## src/sv/gqg_pkg.sv

```systemverilog
// ----------------------------------------------------------------------------
// gqg_pkg
// Types, codes and the atlas cell lookup shared by the glyph quad generator.
// ----------------------------------------------------------------------------
`default_nettype none

package gqg_pkg;

    localparam logic [6:0]  CODE_NEWLINE = 7'd10;
    localparam logic [15:0] ADV_Q16      = 16'd42598;
    localparam logic [15:0] CELL_U       = 16'd736;
    localparam logic [15:0] CELL_V       = 16'd2048;
    localparam int          PEN_W        = 21;

    localparam logic [2:0] REG_ORIGIN_X    = 3'd0;
    localparam logic [2:0] REG_ORIGIN_Y    = 3'd1;
    localparam logic [2:0] REG_FONT_WIDTH  = 3'd2;
    localparam logic [2:0] REG_FONT_HEIGHT = 3'd3;
    localparam logic [2:0] REG_SCALE_X     = 3'd4;
    localparam logic [2:0] REG_SCALE_Y     = 3'd5;

    typedef struct packed {
        logic [15:0] origin_x;
        logic [15:0] origin_y;
        logic [11:0] font_width;
        logic [11:0] font_height;
        logic [23:0] scale_x;
        logic [23:0] scale_y;
    } t_cfg;

    typedef struct packed {
        logic [PEN_W-1:0] pen_x;
        logic [PEN_W-1:0] pen_y;
        logic [11:0]      font_width;
        logic [11:0]      font_height;
        logic [15:0]      tex_u0;
        logic [15:0]      tex_v0;
        logic [15:0]      vertex_base;
    } t_job;

    typedef struct packed {
        logic [15:0] u0;
        logic [15:0] v0;
    } t_tex;

    // atlas cell origin, 22 glyphs per row, truncating row division
    function automatic t_tex cell_origin(input logic [6:0] code);
        logic signed [7:0]  d;
        logic signed [3:0]  line;
        logic signed [7:0]  col;
        logic signed [15:0] col16;
        logic signed [15:0] line16;
        t_tex               res;
        d = $signed({1'b0, code}) - 8'sd32;
        if (d <= -8'sd22)      line = -4'sd1;
        else if (d < 8'sd22)   line = 4'sd0;
        else if (d < 8'sd44)   line = 4'sd1;
        else if (d < 8'sd66)   line = 4'sd2;
        else if (d < 8'sd88)   line = 4'sd3;
        else                   line = 4'sd4;
        col    = d - ($signed({{4{line[3]}}, line}) * 8'sd22);
        col16  = {{8{col[7]}}, col};
        line16 = {{12{line[3]}}, line};
        res.u0 = col16 * $signed(CELL_U);
        res.v0 = line16 <<< 11;
        return res;
    endfunction

endpackage

`default_nettype wire

```

## src/sv/gqg_queue.sv

```systemverilog
// ----------------------------------------------------------------------------
// gqg_queue
// Short job queue between the front and the back.
// ----------------------------------------------------------------------------
`default_nettype none

module gqg_queue
    import gqg_pkg::*;
#(
    parameter int DEPTH = 4
) (
    input  wire logic i_clk,
    input  wire logic i_rst_n,
    input  wire logic i_push,
    input  wire t_job i_job,
    output logic      o_full,
    input  wire logic i_pop,
    output logic      o_valid,
    output t_job      o_job
);

    localparam int PTR_W = (DEPTH > 1) ? $clog2(DEPTH) : 1;
    localparam int CNT_W = $clog2(DEPTH + 1);

    t_job             r_mem [DEPTH];
    logic [PTR_W-1:0] r_wr_ptr, n_wr_ptr;
    logic [PTR_W-1:0] r_rd_ptr, n_rd_ptr;
    logic [CNT_W-1:0] r_count, n_count;
    logic             do_push, do_pop;

    assign o_full  = (r_count == CNT_W'(DEPTH));
    assign o_valid = (r_count != '0);
    assign o_job   = r_mem[r_rd_ptr];
    assign do_push = i_push && !o_full;
    assign do_pop  = i_pop && o_valid;

    always_comb begin
        n_wr_ptr = r_wr_ptr;
        n_rd_ptr = r_rd_ptr;
        n_count  = r_count;
        if (do_push) begin
            n_wr_ptr = (r_wr_ptr == PTR_W'(DEPTH - 1)) ? '0 : r_wr_ptr + 1'b1;
        end
        if (do_pop) begin
            n_rd_ptr = (r_rd_ptr == PTR_W'(DEPTH - 1)) ? '0 : r_rd_ptr + 1'b1;
        end
        if (do_push && !do_pop) begin
            n_count = r_count + 1'b1;
        end else if (do_pop && !do_push) begin
            n_count = r_count - 1'b1;
        end
    end

    always_ff @(posedge i_clk) begin
        if (do_push) begin
            r_mem[r_wr_ptr] <= i_job;
        end
    end

    always_ff @(posedge i_clk) begin
        if (!i_rst_n) begin
            r_wr_ptr <= '0;
            r_rd_ptr <= '0;
            r_count  <= '0;
        end else begin
            r_wr_ptr <= n_wr_ptr;
            r_rd_ptr <= n_rd_ptr;
            r_count  <= n_count;
        end
    end

endmodule

`default_nettype wire

```

## config.mk

```make
export PLATFORM = sky130hd
export DESIGN_NAME = gqg_queue
export DESIGN_NICKNAME = d
export VERILOG_FILES = /design/src/sv/gqg_pkg.sv /design/src/sv/gqg_queue.sv
export SDC_FILE = /design/constraint.sdc
export NUM_CORES = 1
export LEC_CHECK = 0
export BUFFER_PORTS_ARGS = -buffer_cell sky130_fd_sc_hd__buf_4
export CORE_MARGIN = 2
export CORE_UTILIZATION = 35
export DETAILED_ROUTE_END_ITERATION = 8
export PLACE_DENSITY_LB_ADDON = 0.2
export SYNTH_ARGS = -nofsm -noshare
export SYNTH_HDL_FRONTEND = slang
export SYNTH_SLANG_ARGS = --single-unit
```

## constraint.sdc

```tcl
create_clock -name i_clk -period 6.1 [get_ports i_clk]
set_input_delay 1.22 -clock i_clk [delete_from_list [all_inputs] [get_ports i_clk]]
set_output_delay 1.22 -clock i_clk [all_outputs]
set_load 0.03 [all_outputs]
```

==> run metrics <==
#FFs+latches synth=465; Via Count=7,631; die extent in x=224 µm; vias per cell=4.86; DP Worst Slack=2.38 ns; WL/cell=22.7 µm; syn avg cell area=26.2 µm²; crit start category=flop; Post-CTS Resized=0; f_max=239 MHz; Max VDD drop=0.240 mV; Slowest-stage cell, CP=dfxtp_4; TritonRoute pass-1 iters=6; # Post-CTS Setup Buffers=0; H-Tree Depth=2; Die ar.=50,200 µm²; core area=47,700 µm²; initial drt markers=466; Synth Cell Area=16,900 µm²; Worst Path Required=4.88 ns; Tmin final=4.18 ns; initial core utilization=35.5%; Period Utilization, post-route=68.5%; initial antenna violation count=4; Post-DP HPWL=20,700 µm; Arrival @ worst endpoint=2.96 ns; Seq/Total Area, Yosys=81.9%; maximum clock path buffer count=3; clock skew=0.0142 ns; share of cells above drive strength 1=45.3%; largest net degree at the start of global routing=115; Power Total=9.42 mW; PD cells=451 nW/µm²; crit-path max FO=85; Post-Syn Instances=647; pins over their slew limit=0; Final Wtd Congestion=0.658; worst-path cell chain=buf_12 -> mux4_2 -> buf_4; RSZ-0062 raised after global routing=no; Clock Sink Count=465; Yosys warnings=0; status=completed; synth unique cells=23; Leakage Power=6.92 nW; Global Route Usage Sum=14.2%; grt total ovfl=0; # DRC=0; Min-Delay Path Class=flop to flop; clock-pin slew on the worst setup and hold paths=0.06 ns; first-pass GRT wire length=52,900 µm; Boundary Pins=234; Worst Slack Setup Final=1.92 ns; CTS buffer count=49; fin area=20,900 µm²; clock tree root driver cell=clkbuf_16; row count=80; placed cell areas=19,400 µm²; Layout area overhead=23.4%; TritonCTS clock tree=yes; nets=1,038; Port Buffers=233; final setup vio count=0; WS Path Type=flop to output port; Mapped Nets=772; Final Hold Viols=0; MaxCap Viol Count=0; CP endpoint kind=output port; final wirelength=35,600 µm; Die Ht=224 µm; worst skew pair latency=0.57 ns; Max transition margin=27.4%; Final ANT Viol Nets=0; CP max stage delay=0.78 ns; vias in the first global route=8,118; setup TNS=0 ns; Worst Tran Pin Value=1.09 ns; # hold bufs at CTS=0
## path summary, 6_finish.rpt
check	from	end	slack [ns]	cells past startpoint
min reg2reg	r_wr_ptr[1]	r_wr_ptr[1]	0.50	2
min	r_wr_ptr[1]	r_wr_ptr[1]	0.50	2
max reg2reg	r_count[0]	r_mem[0][80]	3.21	4
max	flop	o_job[20]	1.92	3
## state kept, by name, summed over array words and instances (netlist names), named ones only
name / count
r_wr_ptr: 2
r_mem: 456
r_count: 3
r_rd_ptr: 2
## power breakdown
group | leakage, nW | internal (mW) | switching (mW) | total [mW]
logic | 1.92 | 1.06 | 1.50 | 2.56
registers | 4.25 | 3.89 | 0.157 | 4.05
clock network | 0.739 | 1.63 | 1.19 | 2.81
## final cells by class
class / count / area [µm²]
antenna: 4 / 10.0
clock buffer: 63 / 1330
clock inverter: 26 / 189
fill: 4063 / 26800
inverter: 3 / 11.3
multi-input combinational: 151 / 2850
sequential: 465 / 13900
tap: 615 / 769
timing repair buffer: 243 / 1860
## cells by family (layout without fill, tap and decap cells)
logic type / Yosys count / in the layout / share of synthesized area, %
fa+ha+maj: 7 / 7 / 0.561
mux: 117 / 117 / 15.3
simple gates: 20 / 20 / 0.613
flops: 465 / 465 / 81.9
compound gates: 5 / 5 / 0.177
buf+inv: 31 / 335 / 1.29
other cells: 0 / 4 / 0
xor+xnor: 2 / 2 / 0.103
## metal layers
metal  GRT usage (%)  part of all wire (%)  vias to the layer above
met5               0                 0.076                        -
met4            4.24                   1.9                        4
met3            4.51                   7.5                       52
met2            21.3                    46                      208
met1            19.8                    45                     4041
li1                -                     -                     3326
## through the flow
| step | hold slack, ns | cells | utilization [%] |
|---|---|---|---|
| after floorplan | 0.468 | 647 | - |
| final | 0.502 | 1570 | 43.8 |
| after CTS | 0.501 | 1566 | 43.8 |
| after detailed placement | 0.493 | 1477 | 40.6 |
| after global placement | 0.490 | 1477 | 40.6 |
| after global routing | 0.531 | 1566 | 43.8 |
## critical path, delay by kind of cell, from the launching register on
family | cells | cell delay [ns]
buffers and inverters | 2 | 0.74
muxes | 1 | 0.64
DFF | 1 | 0.78
## cells in the mapped netlist
cell	instances	area, µm²
edfxtp_1	456	13700
mux4_2	114	2570
buf_2	13	65.1
dfxtp_1	9	180
buf_8	7	105
clkbuf_1	7	26.3
ha_1	6	75.1
nand2_1	6	22.5
and2_1	5	31.3
inv_1	3	11.3
mux2i_1	3	30.0
o21ai_0	3	15.0
nand3_1	2	10.0
nor2_1	2	7.51
nor2b_1	2	12.5
or3_1	2	12.5
a21boi_0	1	7.51
buf_6	1	11.3
fa_1	1	20.0
nor3b_1	1	7.51
o31ai_1	1	7.51
xnor2_1	1	8.76
xor2_1	1	8.76
## placed cells by master, fill, tap and decap left out, types with 4 or more instances in the layout
| cell type | instances |
|---|---|
| buf_4 | 240 |
| edfxtp_1 | 456 |
| dfxtp_1 | 7 |
| clkinv_2 | 8 |
| ha_1 | 6 |
| clkbuf_16 | 51 |
| diode_2 | 4 |
| nand2_1 | 6 |
| clkbuf_1 | 11 |
| and2_4 | 4 |
| clkinv_1 | 10 |
| mux4_2 | 114 |
Note: power is estimated with default switching activity, not from simulation.
