File: src/sv/gqg_pkg.sv
// ----------------------------------------------------------------------------
// gqg_pkg
// Types, codes and the atlas cell lookup shared by the glyph quad generator.
// ----------------------------------------------------------------------------
`default_nettype none

package gqg_pkg;

    localparam logic [6:0]  CODE_NEWLINE = 7'd10;
    localparam logic [15:0] ADV_Q16      = 16'd42598;
    localparam logic [15:0] CELL_U       = 16'd736;
    localparam logic [15:0] CELL_V       = 16'd2048;
    localparam int          PEN_W        = 21;

    localparam logic [2:0] REG_ORIGIN_X    = 3'd0;
    localparam logic [2:0] REG_ORIGIN_Y    = 3'd1;
    localparam logic [2:0] REG_FONT_WIDTH  = 3'd2;
    localparam logic [2:0] REG_FONT_HEIGHT = 3'd3;
    localparam logic [2:0] REG_SCALE_X     = 3'd4;
    localparam logic [2:0] REG_SCALE_Y     = 3'd5;

    typedef struct packed {
        logic [15:0] origin_x;
        logic [15:0] origin_y;
        logic [11:0] font_width;
        logic [11:0] font_height;
        logic [23:0] scale_x;
        logic [23:0] scale_y;
    } t_cfg;

    typedef struct packed {
        logic [PEN_W-1:0] pen_x;
        logic [PEN_W-1:0] pen_y;
        logic [11:0]      font_width;
        logic [11:0]      font_height;
        logic [15:0]      tex_u0;
        logic [15:0]      tex_v0;
        logic [15:0]      vertex_base;
    } t_job;

    typedef struct packed {
        logic [15:0] u0;
        logic [15:0] v0;
    } t_tex;

    // atlas cell origin, 22 glyphs per row, truncating row division
    function automatic t_tex cell_origin(input logic [6:0] code);
        logic signed [7:0]  d;
        logic signed [3:0]  line;
        logic signed [7:0]  col;
        logic signed [15:0] col16;
        logic signed [15:0] line16;
        t_tex               res;
        d = $signed({1'b0, code}) - 8'sd32;
        if (d <= -8'sd22)      line = -4'sd1;
        else if (d < 8'sd22)   line = 4'sd0;
        else if (d < 8'sd44)   line = 4'sd1;
        else if (d < 8'sd66)   line = 4'sd2;
        else if (d < 8'sd88)   line = 4'sd3;
        else                   line = 4'sd4;
        col    = d - ($signed({{4{line[3]}}, line}) * 8'sd22);
        col16  = {{8{col[7]}}, col};
        line16 = {{12{line[3]}}, line};
        res.u0 = col16 * $signed(CELL_U);
        res.v0 = line16 <<< 11;
        return res;
    endfunction

endpackage

`default_nettype wire

File: src/sv/gqg_front.sv
// ----------------------------------------------------------------------------
// gqg_front
// Accepts character items, keeps the pen and vertex count, pushes glyph jobs.
// ----------------------------------------------------------------------------
`default_nettype none

module gqg_front
    import gqg_pkg::*;
(
    input  wire logic       i_clk,
    input  wire logic       i_rst_n,
    input  wire t_cfg       i_cfg,
    input  wire logic       i_valid,
    output logic            o_ready,
    input  wire logic [6:0] i_char_code,
    input  wire logic       i_restart,
    input  wire logic       i_queue_full,
    output logic            o_push,
    output t_job            o_job
);

    logic [PEN_W-1:0] r_pen_x, n_pen_x;
    logic [PEN_W-1:0] r_pen_y, n_pen_y;
    logic [15:0]      r_vt, n_vt;
    logic [PEN_W-1:0] base_x, base_y;
    logic [15:0]      base_vt;
    logic [28:0]      adv_full;
    logic [11:0]      adv;
    logic             accept;
    logic             is_newline;
    t_tex             tex;

    assign o_ready    = !i_queue_full;
    assign accept     = i_valid && !i_queue_full;
    assign is_newline = (i_char_code == CODE_NEWLINE);
    assign adv_full   = {17'd0, i_cfg.font_width} * {13'd0, ADV_Q16} + 29'd32768;
    assign adv        = adv_full[27:16];
    assign tex        = cell_origin(i_char_code);

    always_comb begin
        base_x  = i_restart ? {5'd0, i_cfg.origin_x} : r_pen_x;
        base_y  = i_restart ? {5'd0, i_cfg.origin_y} : r_pen_y;
        base_vt = i_restart ? 16'd0 : r_vt;
        n_pen_x = r_pen_x;
        n_pen_y = r_pen_y;
        n_vt    = r_vt;
        o_push  = 1'b0;
        if (accept) begin
            if (is_newline) begin
                n_pen_x = {5'd0, i_cfg.origin_x};
                n_pen_y = base_y - {9'd0, i_cfg.font_height};
                n_vt    = base_vt;
            end else begin
                o_push  = 1'b1;
                n_pen_x = base_x + {9'd0, adv};
                n_pen_y = base_y;
                n_vt    = base_vt + 16'd4;
            end
        end
    end

    always_comb begin
        o_job.pen_x       = base_x;
        o_job.pen_y       = base_y;
        o_job.font_width  = i_cfg.font_width;
        o_job.font_height = i_cfg.font_height;
        o_job.tex_u0      = tex.u0;
        o_job.tex_v0      = tex.v0;
        o_job.vertex_base = base_vt;
    end

    always_ff @(posedge i_clk) begin
        if (!i_rst_n) begin
            r_pen_x <= '0;
            r_pen_y <= '0;
            r_vt    <= '0;
        end else begin
            r_pen_x <= n_pen_x;
            r_pen_y <= n_pen_y;
            r_vt    <= n_vt;
        end
    end

endmodule

`default_nettype wire

File: config.mk
export PLATFORM = sky130hd
export DESIGN_NAME = gqg_front
export DESIGN_NICKNAME = d
export VERILOG_FILES = /design/src/sv/gqg_pkg.sv /design/src/sv/gqg_front.sv
export SDC_FILE = /design/constraint.sdc
export NUM_CORES = 1
export LEC_CHECK = 0
export ABC_AREA = 1
export BUFFER_PORTS_ARGS = -buffer_cell sky130_fd_sc_hd__buf_2
export CAP_MARGIN = 20
export CORE_ASPECT_RATIO = 1.25
export CORE_MARGIN = 2
export CORE_UTILIZATION = 55
export CTS_BUF_LIST = sky130_fd_sc_hd__clkbuf_16
export DETAILED_ROUTE_END_ITERATION = 12
export PLACE_DENSITY = 0.81
export SLEW_MARGIN = 20
export SYNTH_ARGS = -nofsm -noshare
export SYNTH_HDL_FRONTEND = slang
export SYNTH_SLANG_ARGS = --single-unit
File: constraint.sdc
create_clock -name i_clk -period 8.7 [get_ports i_clk]
set_input_delay 0.87 -clock i_clk [delete_from_list [all_inputs] [get_ports i_clk]]
set_output_delay 0.87 -clock i_clk [all_outputs]
set_load 0.005 [all_outputs]
==> metrics.md <==
| Metric | Value |
|---|---|
| Status | finished, final reports clean |
| Final Skew | 0.00564 ns |
| CTS max path bufs | 2 |
| Vias in the first global route | 9244 |
| Synthesized cell area | 0.0100 sq mm |
| Post-synth EDFFs | 0 |
| Core Util, Final | 0.613 |
| Worst r2r dst | r_pen_x[9]$_SDFFE_PN0P_ |
| Vias | 9634 |
| Reg2Reg Setup Slack | 6.11 ns |
| Synth cell types | 55 |
| WP data arrival | 7.25 ns |
| Initial Utilization | 0.557 |
| HP Class | flip-flop to flip-flop |
| Asr flop ratio synth | 0 |
| Cts hold-fix bufs | 0 |
| Layout Area Growth over Synthesis | 10.1% |
| Avg WL per Cell | 13.4 microns |
| Max Slew Vio Count | 0 |
| Synth Area per Inst | 6.67 sq um |
| CP max stage delay | 0.49 ns |
| # DRC | 0 |
| Dominant cell type by area after synthesis | ha_1 |
| RSZ-0062 raised after global routing | false |
| Leakage | 6.26 nW |
| Critical path launch point type | input pin |
| Worst Max-Slew Pin Slew | 0.698 ns |
| Post-synthesis sequential area ratio | 0.116 |
| Area share of fa/ha/maj cells after synthesis | 0.289 |
| Count leader, synth | nand2_1 |
| Worst-path cell with the longest stage delay | fa_1 |
| Relative slew slack | 0.534 |
| Post-synth top area share | 0.179 |
| Area share of xor/xnor cells in the synthesized design | 0.0358 |
| Setup TNS | 0 ns |
| Global-route wire length before repair | 42100 microns |
| Largest family of logic cells by synthesized area | adder cells |
| FMAX | 123 MHz |
| Sequential cell area | 0.00116 sq mm |
| Post-CTS Resized | 0 |
| Crit-path max FO | 5 |
| CTS tree | yes |
| DRT iter0 DRCs | 491 |
| Die Ht | 155 microns |
| Final period util | 0.933 |
| # setup viols final | 0 |
| Worst hold stages | 2 |
| Setup Fix Bufs, Post-CTS | 0 |
| Drt total wl | 24900 microns |
| Max VDD drop | 0.480 mV |
| Die Width | 125 microns |
| DRT Pass-1 Iters | 5 |
| Largest net degree at the start of global routing | 59 |
| Multi-input logic area | 0.00721 sq mm |
| Hpwl dp | 20600 microns |
| CP Class | input pin to output port |
| Row count | 55 |
| Post-synthesis mux area share | 0 |
| Clk_lat worst skew | 0.33 ns |
| Core area | 0.0180 sq mm |
| Antenna Nets Post-Route | 0 |
| YS warnings | 0 |
| Ratio of cells with drive above 1 in the final layout | 0.169 |
| Synth top cells by count | 360 x nand2_1, 308 x inv_1, 143 x ha_1 |
| Setup crit end kind | output port |
| GRT Util Overall | 0.261 |
| Cells after Synth | 1499 |
| IO buf count | 167 |
| Worst EP required | 7.83 ns |
| Simple-Gate Fraction of Synth Area | 0.277 |
| Worst Reg-to-Reg Cells | 11 |
| Most Frequent Cell on Critical Path | ha_1 |
| Compound-Gate Fraction of Synth Area | 0.113 |
| P per Cell Area | 429 mW/mm^2 |
| Grt total ovfl | 0 |
| Most used DFF post-synth | dfxtp_1 |
| Vias/cell | 5.18 |
| Final nets | 1942 |
| Clk root buf | clkbuf_16 |
| Antenna violations before repair | 2 |
| CTS sink count | 58 |
| TritonCTS Buffers | 9 |
| Final hold violation count | 0 |
| Gp weighted congestion | 0.963 |
| #FFs+latches synth | 58 |
| Hold EP | r_vt[0]$_SDFFE_PN0P_ |
| Die area | 0.0193 sq mm |
| Clock slew at reported path FFs | 0.05 ns |
| Main area contributors after synthesis | ha_1 18%, nand2_1 14%, dfxtp_1 12%, inv_1 12%, fa_1 11% |
| Minimum clock period | 8.12 ns |
| HP Start | r_vt[0]$_SDFFE_PN0P_ |
| Fillers | 1679 |
| Num ports | 232 |
| Max cap viols | 0 |
| R2r startpoint | r_pen_x[2]$_SDFFE_PN0P_ |
| H-tree Lvls | 3 |
worst max-delay path, delay by kind of cell:
kind	cells	cell delay [ns]
XOR/XNOR	4	0.74
adder cells (fa/ha/maj)	10	3.41
buffers and inverters	6	0.52
AO/OA/AOI/OAI	6	1.28
AND/OR/NAND/NOR	3	0.45
placed cells by master (no fill, tap or decap), types with 25 or more instances in the layout:
master,Yosys,layout
buf_2,11,167
xor2_1,25,25
inv_1,308,312
nand3_1,67,67
nand2_1,360,360
fa_1,55,55
ha_1,143,143
dfxtp_1,58,58
a21oi_1,77,77
nor2_1,81,81
o21ai_0,51,51
layout make-up:
cell class | count | share of cell area
Tap cell | 228 | 0.0259
Timing Repair Buffer | 171 | 0.0786
Antenna cell | 2 | 0.000455
Multi-Input combinational cell | 1057 | 0.655
Sequential cell | 58 | 0.105
Clock buffer | 9 | 0.0205
Clock inverter | 5 | 0.00170
Inverter | 331 | 0.113
through the flow:
step | power (mW) | hold slack (ns) | instance area (sq um) | cells | setup WS (ns)
detailed placement | 4.44 | 0.455 | 10800 | 1845 | 0.615
global route | 5.36 | 0.487 | 11000 | 1859 | 0.0800
finish | 4.72 | 0.460 | 11000 | 1861 | 0.583
CTS | 4.76 | 0.463 | 11000 | 1859 | 0.574
global placement | 4.31 | 0.443 | 10800 | 1845 | 0.695
floorplan | 3.41 | 0.436 | 10100 | 1514 | 1.29
registers in the layout, indices dropped and copies added (netlist names):
register,count
r_pen_x,21
r_pen_y,21
r_vt,16
worst max-delay path by stage:
stage / from / to / cells after the start
finish: i_char_code[5] / o_job[46] / 29
global route: i_char_code[5] / o_job[47] / 32
CTS: i_char_code[5] / o_job[46] / 29
detailed placement: i_char_code[5] / o_job[46] / 29
global placement: i_char_code[5] / o_job[46] / 29
floorplan: i_char_code[5] / o_job[46] / 27
per-layer routing:
layer	vias to the layer above	routed length [microns]	track usage
li1	4902	-	-
met1	4400	9950	0.299
met2	283	12800	0.495
met3	49	1350	0.0336
met4	0	759	0.0894
met5	-	0	0
power by group:
| part | internal (mW) | switching [mW] | total (mW) | leakage (nW) |
|---|---|---|---|---|
| combinational | 1.68 | 2.45 | 4.13 | 5.66 |
| sequential | 0.287 | 0.00802 | 0.295 | 0.471 |
| clock | 0.183 | 0.114 | 0.297 | 0.134 |
| total | 2.15 | 2.57 | 4.72 | 6.26 |
cell families (layout without fill, tap and decap cells):
kind of cell | after synthesis | after routing
XOR/XNOR | 40 | 40
other | 1 | 18
buffers and inverters | 399 | 516
adder cells (fa/ha/maj) | 198 | 198
AND/OR/NAND/NOR | 608 | 608
AO/OA/AOI/OAI | 195 | 195
flip-flops | 58 | 58
Power figures use the tool's default switching activity.
